--- src/rtl/core/bse_pkg.sv ---
`timescale 1ns / 1ps
// ----------------------------------------------------------------------------
// bse_pkg
// Shared types, constants and a helper function of the bit store engine.
// ----------------------------------------------------------------------------
package bse_pkg;

  localparam int BIT_CAPACITY = 4096;
  localparam int WORD_BITS    = 32;
  localparam int STORE_WORDS  = BIT_CAPACITY / WORD_BITS;
  localparam int WADDR_W      = $clog2(STORE_WORDS);
  localparam int WSEL_W       = $clog2(WORD_BITS);
  localparam int BIDX_W       = $clog2(BIT_CAPACITY);
  localparam int LEN_W        = BIDX_W + 1;
  localparam int POP_W        = WSEL_W + 1;

  typedef logic [WORD_BITS-1:0] word_t;
  typedef logic [WADDR_W-1:0]   waddr_t;
  typedef logic [WSEL_W-1:0]    wsel_t;
  typedef logic [BIDX_W-1:0]    bidx_t;
  typedef logic [LEN_W-1:0]     len_t;
  typedef logic [POP_W-1:0]     pop_t;

  localparam word_t WORD_ONES = '1;
  localparam len_t  LEN_MAX   = len_t'(BIT_CAPACITY);

  typedef enum logic [2:0] {
    FN_WRITE  = 3'd0,
    FN_TOGGLE = 3'd1,
    FN_TEST   = 3'd2,
    FN_FILL   = 3'd3,
    FN_COUNT  = 3'd4
  } func_t;

  typedef enum logic [1:0] {
    ST_IDLE,
    ST_BIT,
    ST_WALK,
    ST_CNT_FIN
  } state_t;

  typedef struct packed {
    logic   rd_en;
    waddr_t rd_addr;
    logic   wr_en;
    waddr_t wr_addr;
    word_t  wr_data;
  } mem_req_t;

  function automatic pop_t pop32(input word_t w);
    word_t v;
    v = w - ((w >> 1) & 32'h5555_5555);
    v = (v & 32'h3333_3333) + ((v >> 2) & 32'h3333_3333);
    v = (v + (v >> 4)) & 32'h0F0F_0F0F;
    v = v + (v >> 8);
    v = v + (v >> 16);
    return pop_t'(v[7:0]);
  endfunction

endpackage

--- src/rtl/core/bse_mem.sv ---
`timescale 1ns / 1ps
// ----------------------------------------------------------------------------
// bse_mem
// Word store with one read and one write port, registered read data and a
// written flag per word so that unwritten words read as zero after reset.
// ----------------------------------------------------------------------------
module bse_mem
  import bse_pkg::*;
(
  input  logic     clk,
  input  logic     rst_n,
  input  mem_req_t req,
  output word_t    rd_data
);

  word_t                  mem [STORE_WORDS];
  logic [STORE_WORDS-1:0] vld_r;
  word_t                  rd_data_r;

  always_ff @(posedge clk) begin
    if (req.wr_en) begin
      mem[req.wr_addr] <= req.wr_data;
    end
  end

  always_ff @(posedge clk) begin
    if (!rst_n) begin
      vld_r <= '0;
    end else if (req.wr_en) begin
      vld_r[req.wr_addr] <= 1'b1;
    end
  end

  always_ff @(posedge clk) begin
    if (req.rd_en) begin
      rd_data_r <= vld_r[req.rd_addr] ? mem[req.rd_addr] : '0;
    end
  end

  assign rd_data = rd_data_r;

endmodule

--- src/rtl/core/bse_ctrl.sv ---
`timescale 1ns / 1ps
// ----------------------------------------------------------------------------
// bse_ctrl
// Request sequencer: single bit read-modify-write, streamed word walk for
// range fill and population count, result registers.
// ----------------------------------------------------------------------------
module bse_ctrl
  import bse_pkg::*;
(
  input  logic       clk,
  input  logic       rst_n,
  input  logic       start,
  output logic       busy,
  input  logic [2:0] req_func,
  input  bidx_t      req_index,
  input  len_t       req_end,
  input  logic       req_value,
  input  logic       req_ones,
  input  len_t       act_len,
  output mem_req_t   mem_req,
  input  word_t      rd_data,
  output logic       res_valid,
  output logic       res_old,
  output len_t       res_total,
  output logic       res_error
);

  state_t state_r, state_nxt;
  logic   fill_r, fill_nxt;
  logic   wr_bit_r, wr_bit_nxt;
  logic   test_r, test_nxt;
  logic   val_r, val_nxt;
  logic   ones_r, ones_nxt;
  wsel_t  sel_r, sel_nxt;
  len_t   len_r, len_nxt;
  waddr_t ptr_r, ptr_nxt;
  waddr_t first_r, first_nxt;
  waddr_t last_r, last_nxt;
  wsel_t  lo_r, lo_nxt;
  wsel_t  hib_r, hib_nxt;
  logic   iss_done_r, iss_done_nxt;
  logic   pend_r, pend_nxt;
  waddr_t paddr_r, paddr_nxt;
  len_t   acc_r, acc_nxt;
  logic   vld_r, vld_nxt;
  logic   old_r, old_nxt;
  len_t   total_r, total_nxt;
  logic   err_r, err_nxt;

  len_t   elast;
  word_t  mask;
  word_t  new_word;
  logic   old_bit;

  always_ff @(posedge clk) begin
    if (!rst_n) begin
      state_r <= ST_IDLE;
      vld_r   <= 1'b0;
    end else begin
      state_r <= state_nxt;
      vld_r   <= vld_nxt;
    end
  end

  always_ff @(posedge clk) begin
    fill_r     <= fill_nxt;
    wr_bit_r   <= wr_bit_nxt;
    test_r     <= test_nxt;
    val_r      <= val_nxt;
    ones_r     <= ones_nxt;
    sel_r      <= sel_nxt;
    len_r      <= len_nxt;
    ptr_r      <= ptr_nxt;
    first_r    <= first_nxt;
    last_r     <= last_nxt;
    lo_r       <= lo_nxt;
    hib_r      <= hib_nxt;
    iss_done_r <= iss_done_nxt;
    pend_r     <= pend_nxt;
    paddr_r    <= paddr_nxt;
    acc_r      <= acc_nxt;
    old_r      <= old_nxt;
    total_r    <= total_nxt;
    err_r      <= err_nxt;
  end

  always_comb begin
    state_nxt    = state_r;
    fill_nxt     = fill_r;
    wr_bit_nxt   = wr_bit_r;
    test_nxt     = test_r;
    val_nxt      = val_r;
    ones_nxt     = ones_r;
    sel_nxt      = sel_r;
    len_nxt      = len_r;
    ptr_nxt      = ptr_r;
    first_nxt    = first_r;
    last_nxt     = last_r;
    lo_nxt       = lo_r;
    hib_nxt      = hib_r;
    iss_done_nxt = iss_done_r;
    pend_nxt     = pend_r;
    paddr_nxt    = paddr_r;
    acc_nxt      = acc_r;
    vld_nxt      = 1'b0;
    old_nxt      = 1'b0;
    total_nxt    = '0;
    err_nxt      = 1'b0;
    mem_req      = '0;
    elast        = '0;
    mask         = WORD_ONES;
    new_word     = rd_data;
    old_bit      = rd_data[sel_r];

    unique case (state_r)
      ST_IDLE: begin
        if (start) begin
          wr_bit_nxt = (req_func == FN_WRITE);
          test_nxt   = (req_func == FN_TEST);
          fill_nxt   = (req_func == FN_FILL);
          val_nxt    = req_value;
          ones_nxt   = req_ones;
          sel_nxt    = req_index[WSEL_W-1:0];
          len_nxt    = act_len;
          pend_nxt   = 1'b0;
          iss_done_nxt = 1'b0;
          acc_nxt    = '0;
          if (req_func == FN_WRITE || req_func == FN_TOGGLE || req_func == FN_TEST) begin
            if ({1'b0, req_index} >= act_len) begin
              vld_nxt = 1'b1;
              err_nxt = 1'b1;
            end else begin
              mem_req.rd_en   = 1'b1;
              mem_req.rd_addr = req_index[BIDX_W-1:WSEL_W];
              state_nxt       = ST_BIT;
            end
          end else if (req_func == FN_FILL) begin
            if ({1'b0, req_index} > req_end || req_end > act_len) begin
              vld_nxt = 1'b1;
              err_nxt = 1'b1;
            end else if ({1'b0, req_index} == req_end) begin
              vld_nxt = 1'b1;
            end else begin
              elast     = req_end - len_t'(1);
              first_nxt = req_index[BIDX_W-1:WSEL_W];
              ptr_nxt   = req_index[BIDX_W-1:WSEL_W];
              lo_nxt    = req_index[WSEL_W-1:0];
              last_nxt  = elast[BIDX_W-1:WSEL_W];
              hib_nxt   = elast[WSEL_W-1:0];
              state_nxt = ST_WALK;
            end
          end else if (req_func == FN_COUNT) begin
            if (act_len == '0) begin
              vld_nxt = 1'b1;
            end else begin
              elast     = act_len - len_t'(1);
              first_nxt = '0;
              ptr_nxt   = '0;
              lo_nxt    = '0;
              last_nxt  = elast[BIDX_W-1:WSEL_W];
              hib_nxt   = elast[WSEL_W-1:0];
              state_nxt = ST_WALK;
            end
          end else begin
            vld_nxt = 1'b1;
            err_nxt = 1'b1;
          end
        end
      end

      ST_BIT: begin
        new_word[sel_r] = wr_bit_r ? val_r : ~old_bit;
        mem_req.wr_en   = !test_r;
        mem_req.wr_addr = paddr_r;
        mem_req.wr_data = new_word;
        old_nxt         = wr_bit_r ? 1'b0 : old_bit;
        vld_nxt         = 1'b1;
        state_nxt       = ST_IDLE;
      end

      ST_WALK: begin
        if (!iss_done_r) begin
          mem_req.rd_en   = 1'b1;
          mem_req.rd_addr = ptr_r;
          ptr_nxt         = ptr_r + waddr_t'(1);
          iss_done_nxt    = (ptr_r == last_r);
        end
        pend_nxt  = !iss_done_r;
        paddr_nxt = ptr_r;
        if (pend_r) begin
          if (paddr_r == first_r) begin
            mask = mask & (WORD_ONES << lo_r);
          end
          if (paddr_r == last_r) begin
            mask = mask & (WORD_ONES >> (~hib_r));
          end
          if (fill_r) begin
            mem_req.wr_en   = 1'b1;
            mem_req.wr_addr = paddr_r;
            mem_req.wr_data = val_r ? (rd_data | mask) : (rd_data & ~mask);
          end else begin
            acc_nxt = acc_r + len_t'(pop32(rd_data & mask));
          end
          if (paddr_r == last_r) begin
            if (fill_r) begin
              vld_nxt   = 1'b1;
              state_nxt = ST_IDLE;
            end else begin
              state_nxt = ST_CNT_FIN;
            end
          end
        end
      end

      ST_CNT_FIN: begin
        total_nxt = ones_r ? acc_r : len_r - acc_r;
        vld_nxt   = 1'b1;
        state_nxt = ST_IDLE;
      end

      default: begin
        state_nxt = ST_IDLE;
      end
    endcase

    // single bit access keeps its word address for the write back
    if (state_r == ST_IDLE && start) begin
      paddr_nxt = req_index[BIDX_W-1:WSEL_W];
    end
  end

  assign busy      = (state_r != ST_IDLE);
  assign res_valid = vld_r;
  assign res_old   = old_r;
  assign res_total = total_r;
  assign res_error = err_r;

endmodule

--- src/rtl/core/bitmap_store_engine_core.sv ---
`timescale 1ns / 1ps
// ----------------------------------------------------------------------------
// bitmap_store_engine_core
// 4096-bit store in 128 words of 32 bits with bit write, toggle, test,
// range fill and population count over the active length.
// ----------------------------------------------------------------------------
// usage
//   a request is taken when start is high and busy is low; in_func selects
//   write bit, toggle bit, test bit, fill range or count.
//   each transaction gives one result: out_valid is high for one cycle with
//   out_old_bit, out_bit_total and out_error. the receiver cannot stall.
//   cfg_active_bits is written with cfg_valid (cfg_ready is always high).
//   the user writes it only while no request is in flight; the block does
//   not enforce this. values above 4096 act as 4096.
// sequence
//   bad index, bad range, empty fill, count of zero length: result in the
//   cycle after the transaction is taken. write, toggle, test: one
//   read-modify-write of a word (test does not write back) through ST_BIT.
//   fill, count: one word is read per cycle through the single read port
//   of the word store; count ends in ST_CNT_FIN.
// reset
//   rst_n low clears the store to zeros (per-word written flags) and sets
//   the active length to 4096. no clearing pass is needed.
// ----------------------------------------------------------------------------
module bitmap_store_engine_core
  import bse_pkg::*;
(
  input  logic        clk,
  input  logic        rst_n,
  input  logic        start,
  output logic        busy,
  input  logic [2:0]  in_func,
  input  bidx_t       in_bit_index,
  input  len_t        in_range_end,
  input  logic        in_bit_value,
  input  logic        in_count_ones,
  output logic        out_valid,
  output logic        out_old_bit,
  output len_t        out_bit_total,
  output logic        out_error,
  input  logic        cfg_valid,
  output logic        cfg_ready,
  input  len_t        cfg_active_bits
);

  len_t     active_r;
  len_t     act_len;
  mem_req_t mem_req;
  word_t    rd_data;

  assign cfg_ready = 1'b1;

  always_ff @(posedge clk) begin
    if (!rst_n) begin
      active_r <= LEN_MAX;
    end else if (cfg_valid && cfg_ready) begin
      active_r <= cfg_active_bits;
    end
  end

  assign act_len = (active_r > LEN_MAX) ? LEN_MAX : active_r;

  bse_mem u_mem (
    .clk     (clk),
    .rst_n   (rst_n),
    .req     (mem_req),
    .rd_data (rd_data)
  );

  bse_ctrl u_ctrl (
    .clk       (clk),
    .rst_n     (rst_n),
    .start     (start),
    .busy      (busy),
    .req_func  (in_func),
    .req_index (in_bit_index),
    .req_end   (in_range_end),
    .req_value (in_bit_value),
    .req_ones  (in_count_ones),
    .act_len   (act_len),
    .mem_req   (mem_req),
    .rd_data   (rd_data),
    .res_valid (out_valid),
    .res_old   (out_old_bit),
    .res_total (out_bit_total),
    .res_error (out_error)
  );

  a_accept_progress: assert property (@(posedge clk) disable iff (!rst_n)
    start && !busy |=> busy || out_valid)
    else $error("accepted request neither in progress nor answered");

  a_result_idle: assert property (@(posedge clk) disable iff (!rst_n)
    out_valid |-> !busy)
    else $error("result strobe while a request is still in progress");

  a_count_no_error: assert property (@(posedge clk) disable iff (!rst_n)
    out_valid && (out_bit_total != '0) |-> !out_error)
    else $error("count result flagged as error");

  a_old_bit_clean: assert property (@(posedge clk) disable iff (!rst_n)
    out_valid && out_old_bit |-> !out_error && (out_bit_total == '0))
    else $error("old bit returned with error or count");

endmodule
--- config.mk ---
export PLATFORM = sky130hd
export DESIGN_NAME = bitmap_store_engine_core
export DESIGN_NICKNAME = d
export VERILOG_FILES = /design/src/rtl/core/bse_pkg.sv /design/src/rtl/core/bse_mem.sv /design/src/rtl/core/bse_ctrl.sv /design/src/rtl/core/bitmap_store_engine_core.sv
export SDC_FILE = /design/constraint.sdc
export NUM_CORES = 2
export LEC_CHECK = 0
export ABC_CLOCK_PERIOD_IN_PS = 16300
export BUFFER_PORTS_ARGS = -buffer_cell sky130_fd_sc_hd__buf_2
export CORE_MARGIN = 1
export CORE_UTILIZATION = 50
export DETAILED_ROUTE_END_ITERATION = 8
export PLACE_DENSITY_LB_ADDON = 0.05
export SLEW_MARGIN = 10
export SYNTH_ARGS = -nofsm -noshare
export SYNTH_HDL_FRONTEND = slang
export SYNTH_HIERARCHICAL = 1
export SYNTH_SLANG_ARGS = --single-unit
--- constraint.sdc ---
create_clock -name clk -period 16.3 [get_ports clk]
set_input_delay 3.26 -clock clk [delete_from_list [all_inputs] [get_ports clk]]
set_output_delay 3.26 -clock clk [all_outputs]
set_load 0.01 [all_outputs]
==> out/summary.log <==
[outcome] run status complete, no violations
[cts] clock transition time at the flip-flop clock pins of the worst setup and hold paths 0.06 ns
[floorplan] standard-cell rows 216
[sta] final number of setup-violating endpoints 0
[sta] shortest clock period the worst path allows after layout 9.802 ns
[sta] final hold violation count 0
[drt] count of antenna-violating nets left after detailed routing 0
[sta] unrepaired setup endpoints after global routing no
[cts] clock tree from TritonCTS done
[hold_path] critical hold path startpoint u_mem/vld_r[76]
[worst_setup_path] top cell family by delay on the critical path compound AO/OA/AOI/OAI gates
[cells_and_area] Post-Layout Cell Count 14,130
[worst_setup_path] crit path capture type flip-flop
[sta] min setup slack post-route 6.498 ns
[cts] worst-skew pair later-pin latency 1.00 ns
[sta] number of pins exceeding their max-slew limit in the final report 0
[cells_and_area] fraction of final layout cells sized beyond drive strength 1 24.11%
[worst_setup_path] capture point of the worst reg-to-reg path u_ctrl/acc_r[12]
[power_and_ir_drop] leakage dissipation 62.27 nW
[cells_and_area] number of fill cells in the layout 26,090
[synth] post-synthesis simple-gate area fraction 2.987%
[global_routing] total track usage 29.48%
[drt] total via count in the routed design 93,050
[global_routing] wire length of the first global-routing pass 721,200 µm
[sta] remaining max-slew budget at the tightest pin 6.509%
[hold_path] Worst Hold Depth 1
[floorplan] die boundary height 593.2 µm
[place] routability congestion estimate 0.8633
[synth] synthesized-area fraction occupied by ao, oa, aoi and oai cells 5.189%
[synth] number of synthesized register bits 4,363
[global_routing] maximum number of pins on one net before global-route repair 108
[flow_run] Max Cap Violations 0
[cells_and_area] Area Growth Syn to Fin 12.14%
[place] pre-CTS setup slack 5.433 ns
[worst_setup_path] R2R Path Start u_ctrl/paddr_r[6]
[worst_setup_path] data required time of the worst path 16.99 ns
[floorplan] die area 351,900 µm²
[cts] Post-CTS Resized 0
[place] placed cell area 181,800 µm²
[cts] Num Clock Sinks 4,363
[synth] portion of netlist area occupied by mux cells 14.11%
[place] input/output buffers 63
[synth] sequential element share of the synthesized area 74.05%
[global_routing] number of global-route vias before repair 92,200
[drt] total wirelength of the detailed-routed design 518,800 µm
[synth] net count of the mapped netlist 9,054
[sta] Period Utilization, post-route 60.14%
[floorplan] number of ports placed on the die boundary 65
[place] post-placement cell count 13,280
[synth] number of enable-type register cells in the synthesized netlist 4,204
[hold_path] endpoint of the worst hold-timing path u_mem/vld_r[76]
[drt] final routed wire length divided by cell count 36.71 µm
[cells_and_area] number of nets in the layout 9,364
[cts] CTS buffer count 450
[synth] asr flop ratio synth 0%
[cells_and_area] final non-filler cell area 196,000 µm²
[worst_setup_path] Crit path arrival time 10.49 ns
[drt] Vias per Instance 6.584
[worst_setup_path] Max Fanout on Critical Path 86
[sta] actual slew at the worst max-slew pin 1.384 ns
[synth] Netlist Area Pre-Place 174,800 µm²
[synth] Post-Syn Instances 8,848
[synth] combinational family with the most area after synthesis multiplexers
[global_routing] GR Overflow Total 0
[worst_setup_path] crit path buf inv count 5
[synth] warnings from Yosys 6
[worst_setup_path] critical path, cell by cell buf_2 > inv_1 > ha_1 > nand2b_1 > a21o_1 > a21o_1 > a21oi_1 > o21ai_0 > a21oi_1 > nor2_1 > nor3_1 > buf_4 > a22o_4 > buf_12 > buf_4 > mux4_2 > a22o_1 > a221oi_1 > o22ai_1 > nor3_2 > a211oi_2
[drt] drt first pass iters 5
[worst_setup_path] Setup Crit Path Kind in -> reg
[cts] post-CTS setup buffer count 0
[synth] arithmetic-cell share of the synthesized area counting full adders, half adders and majority gates 1.211%
[sta] sum of negative setup slack 0 ns
[cts] Max clock buf depth 4
[cts] number of levels the H-tree was split into 5
[sta] maximum achievable frequency 102.0 MHz
[global_routing] antenna violations before repair 30
[sta] worst hold slack 0.4613 ns
[synth] count of different cell masters after synthesis 104
[sta] worst setup skew after layout 0.09688 ns
[cts] CTS Root Cell sky130_fd_sc_hd__clkbuf_16
[synth] ys flop type sky130_fd_sc_hd__edfxtp_1
[worst_setup_path] slowest stage delay, CP 0.97 ns
[cts] count of hold-fix buffers inserted at cts 0
[floorplan] Horiz. Die Dim 593.2 µm
[power_and_ir_drop] peak ir drop on the vdd network 2788 µV
[floorplan] placeable core area 347,000 µm²
[hold_path] class of the tightest hold or removal check reg -> reg
[synth] fraction of synthesized cell area in xor and xnor cells 0.4710%
[worst_setup_path] category of the worst setup path launch point primary input
[drt] number of violations reported at the end of detailed-routing iteration 0 11,530
[worst_setup_path] worst setup slack for register-to-register paths 7.10 ns
[floorplan] Initial Util 50.37%
[synth] average footprint of a synthesized cell 19.75 µm²
[drt] number of design rule violations left after detail routing 0
[place] sum of net half-perimeters after detailed placement 290,800 µm
[worst_setup_path] reg2reg path depth 34
[worst_setup_path] Worst path slowest cell sky130_fd_sc_hd__nor3_2
[power_and_ir_drop] Power Dens Cells 185.7 nW/µm²
sequential cells by signal, indices dropped and copies added, names as in the netlist, 2 cells and up:
register / cells
u_mem/mem: 4096
u_mem/vld_r: 128
u_mem/rd_data: 32
active_r: 13
u_ctrl/acc_r: 13
u_ctrl/len_r: 13
u_ctrl/res_total: 13
u_ctrl/first_r: 7
u_ctrl/last_r: 7
u_ctrl/paddr_r: 7
u_ctrl/ptr_r: 7
u_ctrl/hib_r: 5
u_ctrl/lo_r: 5
u_ctrl/sel_r: 5
u_ctrl/state_r: 2
synth_stat cells, types with 137 or more instances:
cell type | number | area, µm²
sky130_fd_sc_hd__inv_1 | 137 | 514.2
sky130_fd_sc_hd__ha_1 | 142 | 1777
sky130_fd_sc_hd__a22oi_1 | 259 | 1944
sky130_fd_sc_hd__clkbuf_1 | 258 | 968.4
sky130_fd_sc_hd__o21ai_0 | 185 | 925.9
sky130_fd_sc_hd__a21oi_1 | 176 | 880.8
sky130_fd_sc_hd__nor2_1 | 259 | 972.2
sky130_fd_sc_hd__nand3_1 | 333 | 1667
sky130_fd_sc_hd__mux2i_1 | 281 | 2813
sky130_fd_sc_hd__edfxtp_1 | 4204 | 126200
sky130_fd_sc_hd__nand2_1 | 161 | 604.3
sky130_fd_sc_hd__dfxtp_1 | 159 | 3183
sky130_fd_sc_hd__o21a_1 | 143 | 1074
sky130_fd_sc_hd__mux4_2 | 914 | 20580
stage by stage:
stage / util (%) / power, W
finish: 56.48 / 0.03639
global route: 56.47 / 0.03827
CTS: 56.47 / 0.03665
detailed placement: 52.38 / 0.02670
floorplan: - / 0.02282
global placement: 52.36 / 0.02631
power by group:
part / total, W / internal, W / switching, W / leakage (nW)
Sequential: 0.0130 / 0.0128 / 0.000197 / 40.7
Clock: 0.00997 / 0.00566 / 0.00431 / 6.96
Combinational: 0.0134 / 0.00546 / 0.00798 / 14.6
Total: 0.0364 / 0.0239 / 0.0125 / 62.3
kinds of logic after synthesis:
family          Yosys count
fa+ha+maj               159
compound gates         1240
simple gates           1043
buf+inv                 653
xor+xnor                 94
other cells               1
mux                    1295
flops                  4363
how the worst max path moves through the flow:
stage,start,endpoint,cells past startpoint
after global placement,in_bit_index[0],u_mem/rd_data[5],21
after CTS,in_bit_index[0],u_mem/rd_data[10],21
final,in_bit_index[0],u_mem/rd_data[13],21
after detailed placement,in_bit_index[0],u_mem/rd_data[10],21
after floorplan,u_ctrl/sel_r[0],u_mem/mem[0][13],8
after global routing,in_bit_index[0],u_mem/rd_data[13],21
routing by layer:
| layer | GRT usage (%) | share of wire, % | vias to the layer above |
|---|---|---|---|
| li1 | - | - | 37320 |
| met1 | 42.94 | 41 | 50330 |
| met2 | 45.49 | 46 | 4614 |
| met3 | 5.458 | 9.8 | 770 |
| met4 | 9.228 | 3.3 | 8 |
| met5 | 0 | 0.010 | - |
area by class of cell:
class	count	area (µm²)	area share, %
Inverter	141	529.3	0.2700
Clock inverter	253	2246	1.146
Multi-Input combinational cell	3832	43230	22.06
Sequential cell	4363	129400	66.03
Clock buffer	579	11930	6.088
Timing Repair Buffer	370	2864	1.461
Antenna cell	15	37.54	0.01915
Tap cell	4578	5728	2.923
cells in the final DEF, fill, tap and decap left out, drive strengths merged, types with 17 or more instances in the layout:
cell / netlist / final
nor3: 51 / 51
o21a: 143 / 143
a21o: 33 / 33
a221oi: 123 / 123
a22o: 52 / 52
mux2: 91 / 91
a41oi: 36 / 36
nor2b: 64 / 64
buf: 253 / 370
a21oi: 176 / 176
xor2: 39 / 39
edfxtp: 4204 / 4204
bufinv: 0 / 32
nor2: 261 / 261
nand2: 163 / 163
xnor2: 55 / 55
o22ai: 39 / 39
inv: 138 / 150
dfxtp: 159 / 159
fa: 17 / 17
mux2i: 281 / 281
o21ai: 206 / 206
a211oi: 26 / 26
and2: 54 / 54
ha: 142 / 142
clkinv: 3 / 208
a22oi: 259 / 259
mux4: 923 / 923
nand2b: 20 / 20
o211ai: 18 / 18
nand3: 334 / 334
clkbuf: 259 / 579
Power figures use the tool's default switching activity.
